`config.mk`:
```
export PLATFORM = sky130hd
export DESIGN_NAME = abcd_ctrl
export DESIGN_NICKNAME = d
export VERILOG_FILES = /design/src/hw/rtl/abcd_pkg.sv /design/src/hw/rtl/abcd_ctrl.sv
export SDC_FILE = /design/constraint.sdc
export NUM_CORES = 1
export LEC_CHECK = 0
export ABC_AREA = 1
export BUFFER_PORTS_ARGS = -buffer_cell sky130_fd_sc_hd__buf_2
export CORE_UTILIZATION = 35
export DETAILED_ROUTE_END_ITERATION = 10
export PLACE_DENSITY = 0.65
export REMOVE_ABC_BUFFERS = 1
export SLEW_MARGIN = 25
export SYNTH_ARGS = -nofsm -noshare
export SYNTH_HDL_FRONTEND = slang
export SYNTH_SLANG_ARGS = --single-unit
```
`constraint.sdc`:
```
create_clock -name clock -period 8.1 [get_ports clock]
set_input_delay 0 -clock clock [delete_from_list [all_inputs] [get_ports clock]]
set_output_delay 0 -clock clock [all_outputs]
set_load 0.01 [all_outputs]
```
`src/hw/rtl/abcd_pkg.sv`:
```
package abcd_pkg;

   localparam int DEF_TABLE_ENTRIES = 128;

   localparam int FRAME_TYPE_W = 16;
   localparam int IP_W         = 32;
   localparam int MAC_W        = 48;

   localparam logic [FRAME_TYPE_W-1:0] ARP_ETHERTYPE = 16'h0806;

   localparam int REQ_DATA_W = 96;
   localparam int RSP_DATA_W = 56;
   localparam int RSP_PAD_W  = RSP_DATA_W - MAC_W - 4;

   typedef enum logic [1:0] {
      ST_IDLE,
      ST_SCAN,
      ST_RESP
   } state_type;

endpackage

```
`src/hw/rtl/abcd_ctrl.sv`:
```
module abcd_ctrl
   import abcd_pkg::*;
#(
   parameter int TABLE_ENTRIES = DEF_TABLE_ENTRIES,
   parameter int IDX_W         = (TABLE_ENTRIES > 1) ? $clog2(TABLE_ENTRIES) : 1,
   parameter int CNT_W         = $clog2(TABLE_ENTRIES + 1)
) (
   input  logic                    clock,
   input  logic                    reset,
   input  logic                    req_valid,
   output logic                    req_ready,
   input  logic [FRAME_TYPE_W-1:0] req_frame_type,
   input  logic [IP_W-1:0]         req_ip,
   input  logic [MAC_W-1:0]        req_mac,
   output logic                    rsp_valid,
   input  logic                    rsp_ready,
   output logic                    rsp_is_arp,
   output logic                    rsp_conflict,
   output logic                    rsp_learned,
   output logic                    rsp_table_full,
   output logic [MAC_W-1:0]        rsp_bound_mac,
   output logic                    rd_en,
   output logic [IDX_W-1:0]        rd_addr,
   input  logic [IP_W-1:0]         rd_ip,
   input  logic [MAC_W-1:0]        rd_mac,
   output logic                    wr_en,
   output logic [IDX_W-1:0]        wr_addr,
   output logic [IP_W-1:0]         wr_ip,
   output logic [MAC_W-1:0]        wr_mac
);

   localparam logic [CNT_W-1:0] FULL_COUNT = CNT_W'(TABLE_ENTRIES);

   state_type        state_ff, state_in;
   logic [CNT_W-1:0] count_ff, count_in;
   logic [CNT_W-1:0] issue_ff, issue_in;
   logic             pend_ff, pend_in;
   logic [IP_W-1:0]  ip_ff, ip_in;
   logic [MAC_W-1:0] mac_ff, mac_in;
   logic             is_arp_ff, is_arp_in;
   logic             conflict_ff, conflict_in;
   logic             learned_ff, learned_in;
   logic             full_ff, full_in;
   logic [MAC_W-1:0] bound_ff, bound_in;
   logic             hit;

   // shared compare unit: one stored entry per cycle
   assign hit = pend_ff && (rd_ip == ip_ff);

   always_ff @(posedge clock) begin
      if (reset) begin
         state_ff <= ST_IDLE;
         count_ff <= '0;
         issue_ff <= '0;
         pend_ff  <= 1'b0;
      end else begin
         state_ff <= state_in;
         count_ff <= count_in;
         issue_ff <= issue_in;
         pend_ff  <= pend_in;
      end
   end

   always_ff @(posedge clock) begin
      ip_ff       <= ip_in;
      mac_ff      <= mac_in;
      is_arp_ff   <= is_arp_in;
      conflict_ff <= conflict_in;
      learned_ff  <= learned_in;
      full_ff     <= full_in;
      bound_ff    <= bound_in;
   end

   always_comb begin
      state_in    = state_ff;
      count_in    = count_ff;
      issue_in    = issue_ff;
      pend_in     = pend_ff;
      ip_in       = ip_ff;
      mac_in      = mac_ff;
      is_arp_in   = is_arp_ff;
      conflict_in = conflict_ff;
      learned_in  = learned_ff;
      full_in     = full_ff;
      bound_in    = bound_ff;
      req_ready   = 1'b0;
      rsp_valid   = 1'b0;
      rd_en       = 1'b0;
      wr_en       = 1'b0;
      unique case (state_ff)
         ST_IDLE: begin
            req_ready = 1'b1;
            if (req_valid) begin
               ip_in       = req_ip;
               mac_in      = req_mac;
               issue_in    = '0;
               pend_in     = 1'b0;
               conflict_in = 1'b0;
               learned_in  = 1'b0;
               full_in     = 1'b0;
               bound_in    = '0;
               is_arp_in   = (req_frame_type == ARP_ETHERTYPE);
               state_in    = (req_frame_type == ARP_ETHERTYPE) ? ST_SCAN : ST_RESP;
            end
         end
         ST_SCAN: begin
            priority if (hit) begin
               conflict_in = (rd_mac != mac_ff);
               bound_in    = (rd_mac != mac_ff) ? rd_mac : '0;
               pend_in     = 1'b0;
               state_in    = ST_RESP;
            end else if (issue_ff < count_ff) begin
               rd_en    = 1'b1;
               issue_in = issue_ff + 1'b1;
               pend_in  = 1'b1;
            end else begin
               pend_in  = 1'b0;
               state_in = ST_RESP;
               if (count_ff < FULL_COUNT) begin
                  wr_en      = 1'b1;
                  learned_in = 1'b1;
                  count_in   = count_ff + 1'b1;
               end else begin
                  full_in = 1'b1;
               end
            end
         end
         ST_RESP: begin
            rsp_valid = 1'b1;
            if (rsp_ready) begin
               state_in = ST_IDLE;
            end
         end
         default: begin
            state_in = ST_IDLE;
         end
      endcase
   end

   assign rd_addr        = issue_ff[IDX_W-1:0];
   assign wr_addr        = count_ff[IDX_W-1:0];
   assign wr_ip          = ip_ff;
   assign wr_mac         = mac_ff;
   assign rsp_is_arp     = is_arp_ff;
   assign rsp_conflict   = conflict_ff;
   assign rsp_learned    = learned_ff;
   assign rsp_table_full = full_ff;
   assign rsp_bound_mac  = bound_ff;

endmodule

```
==> flow_summary.toml <==
[outcome]
status = "completed"

[finish]
drive_gt1_share_pct = 31.6
stdcell_area_sq_um = 10900
syn_to_final_growth_pct = 53.1
nNetsFinal = 1373
diodes = 0

[cts]
cts_buffers = 17
clock_sinks = 151
tritoncts = "built"
clk_latency_ns = 0.42
clk_pin_slew_worst_paths_ns = 0.07
root_buffer = "clkbuf_16"
htreeDepth = 4
post_cts_buffers = 0
clk_path_buf_depth = 2

[power_and_ir_drop]
peakVddDrop_uv = 138
p_leak_uw = 0.00526
powerDensity_nw_per_um2 = 187

[place]
dp_hpwl_um = 15800
finalWeightedCongestion = 0.797
placed_area_sq_um = 9010
portBuffers = 329

[critical_path]
max_stage_delay_ns = 0.60
worstPathMaxFanout = 2
crit_arrival_ns = 2.87
crit_chain = "dlygate4sd3_1, buf_2, nor2_1, dlygate4sd3_1, nand2_1, dlygate4sd3_1, nor4b_1, dlygate4sd3_1"
start_kind = "input port"
path_common_cell = "dlygate4sd3_1"
cp.required_ns = 8.40
cp_top_family = "buffers and inverters"
slowest_stage = "dlygate4sd3_1"
worst_setup_path_end_kind = "register"
crit_type = "in2reg"
worst-path-buf-inv = 5

[grt]
grt_pass1_wl_um = 35100
grt_pass1_vias = 6746
antenna_found_initial = 0
grt_use_total_pct = 21.7
grt_max_degree = 50
grt-ovfl-total = 0

[routing]
drt-initial-drc-count = 341
dr_total_vias = 6514
drt_wl_total_um = 22200
via_per_inst = 4.46
wl_per_cell_um = 15.2
ant_nets = 0
dr.pass1.iters = 4
post-route-drc-count = 0

[sta]
period_share_pct = 31.8
tns_ns = 0
hold_violations = 0
max_freq_mhz = 388
tightest_slew_ns = 0.976
drv_slew = 0
layout_min_cycle_time_ns = 2.58
setup_viol = 0
rsz0062_at_grt = "false"
clock_skew_ns = 0.0108
timing.slew.headroom_pct = 34.7

[floorplanning]
fp.dieW_um = 145
core_sq_um = 19700
die_h_um = 145
initial_utilization_pct = 36.3
fp.dieArea_sq_um = 21000
num_rows = 51
ios = 330

[yosys]
netlist_instances = 720
syn_area_sq_um = 7150
synth-async-reset-ratio_pct = 0
synth-seq-area-share_pct = 60.8
synth_area_per_cell_sq_um = 9.93
yosysUniqueCellTypes = 38
yosysWarnings = 0
ys.flop_type = "edfxtp_1"
synth_edf_count = 132
ys_ff_latch = 151

[run]
maxCapViolations = 0

[hold_path]
hp-class = "in2reg"
==> per-layer routing <==
layer | track usage [%] | part of all wire, %
met4 | 9.57 | 3.0
met2 | 39.4 | 53
met3 | 4.81 | 6.1
met1 | 24.2 | 38
met5 | 0 | 0
==> flip-flops by register name (all words and copies together), names as in the netlist <==
register and count:
wr_ip 32, rsp_bound_mac 48, rsp_table_full 1, count_ff 8
pend_ff 1, wr_mac 48, rsp_learned 1, issue_ff 8
state_ff 2, rsp_conflict 1, rsp_is_arp 1
==> cells by family after synthesis <==
family	synth area share [%]
flops	60.8
fa+ha+maj	1.57
xor+xnor	6.49
simple gates	19.1
compound gates	2.73
buf+inv	9.40
==> Yosys cell counts, types with 9 or more instances <==
| cell type | number | area [sq um] |
|---|---|---|
| nor2_1 | 99 | 372 |
| nand4_1 | 17 | 106 |
| dfxtp_1 | 19 | 380 |
| edfxtp_1 | 132 | 3960 |
| a21oi_1 | 20 | 100 |
| ha_1 | 9 | 113 |
| buf_4 | 15 | 113 |
| xor2_1 | 47 | 412 |
| nand2_1 | 143 | 537 |
| inv_1 | 134 | 503 |
| nor4_1 | 13 | 81.3 |
| nand3_1 | 21 | 105 |
==> worst paths after layout <==
kind	start	endpoint	slack, ns	cells after the start
worst max-delay path	req_frame_type[12]	rsp_is_arp	5.52	8
worst min-delay path	req_valid	pend_ff	0.05	6
worst max register to register	wr_mac[19]	rsp_conflict	5.56	8
worst min register to register	count_ff[4]	count_ff[4]	0.49	2
==> power by group <==
part / internal [uW] / switching (uW) / leakage, uW
clock: 463 / 351 / 0.000284
combinational: 142 / 160 / 0.00354
sequential: 902 / 28.0 / 0.00144
==> repair_timing <==
action	CTS	global route
endpoints found under the hold margin	140	0
gates resized for setup	0	0
hold buffers	134	0
==> tightest hold or removal path, delay by kind of cell <==
family	cells	cell delay, ns
buffers and inverters	3	0.19
AND/OR/NAND/NOR	2	0.17
AO/OA/AOI/OAI	1	0.06
==> cell usage in the layout, fill, tap and decap left out, drive strengths merged, types with 2 or more instances in the layout <==
cell	Yosys	layout
xnor2	6	6
buf	20	332
nor4	13	13
ha	9	9
nand4	17	17
clkbuf	1	18
xor2	47	47
clkinv	1	6
nor2	100	100
o22ai	2	2
nand2	144	144
bufinv	0	2
inv	137	142
nand3	24	24
dfxtp	19	19
nor3	5	5
a21oi	21	21
o21ai	10	10
or2	3	3
clkinvlp	0	2
edfxtp	132	132
dlygate4sd3	0	134
==> metrics by stage <==
step / power [uW] / hold WS [ns] / util, % / setup slack (ns) / std cells
after detailed placement: 1200 / 0.178 / 45.7 / 5.59 / 1296
after CTS: 2060 / 0.0417 / 55.5 / 5.58 / 1462
after floorplan: 1070 / 0.0691 / - / 2.07 / 699
after global placement: 1190 / 0.176 / 45.7 / 5.67 / 1296
final: 2050 / 0.0548 / 55.5 / 5.52 / 1462
after global routing: 2130 / 0.0738 / 55.5 / 5.32 / 1462
==> cell type report <==
class                   count  area (sq um)
clock buffers              18           429
clock inverters            14           168
fillers                  1735          8770
inverters                 138           518
multi-input cells         410          2150
flip-flops and latches    151          4340
well taps                 265           332
repair buffers            466          3010
No activity file was read; power rests on OpenSTA's default activity.
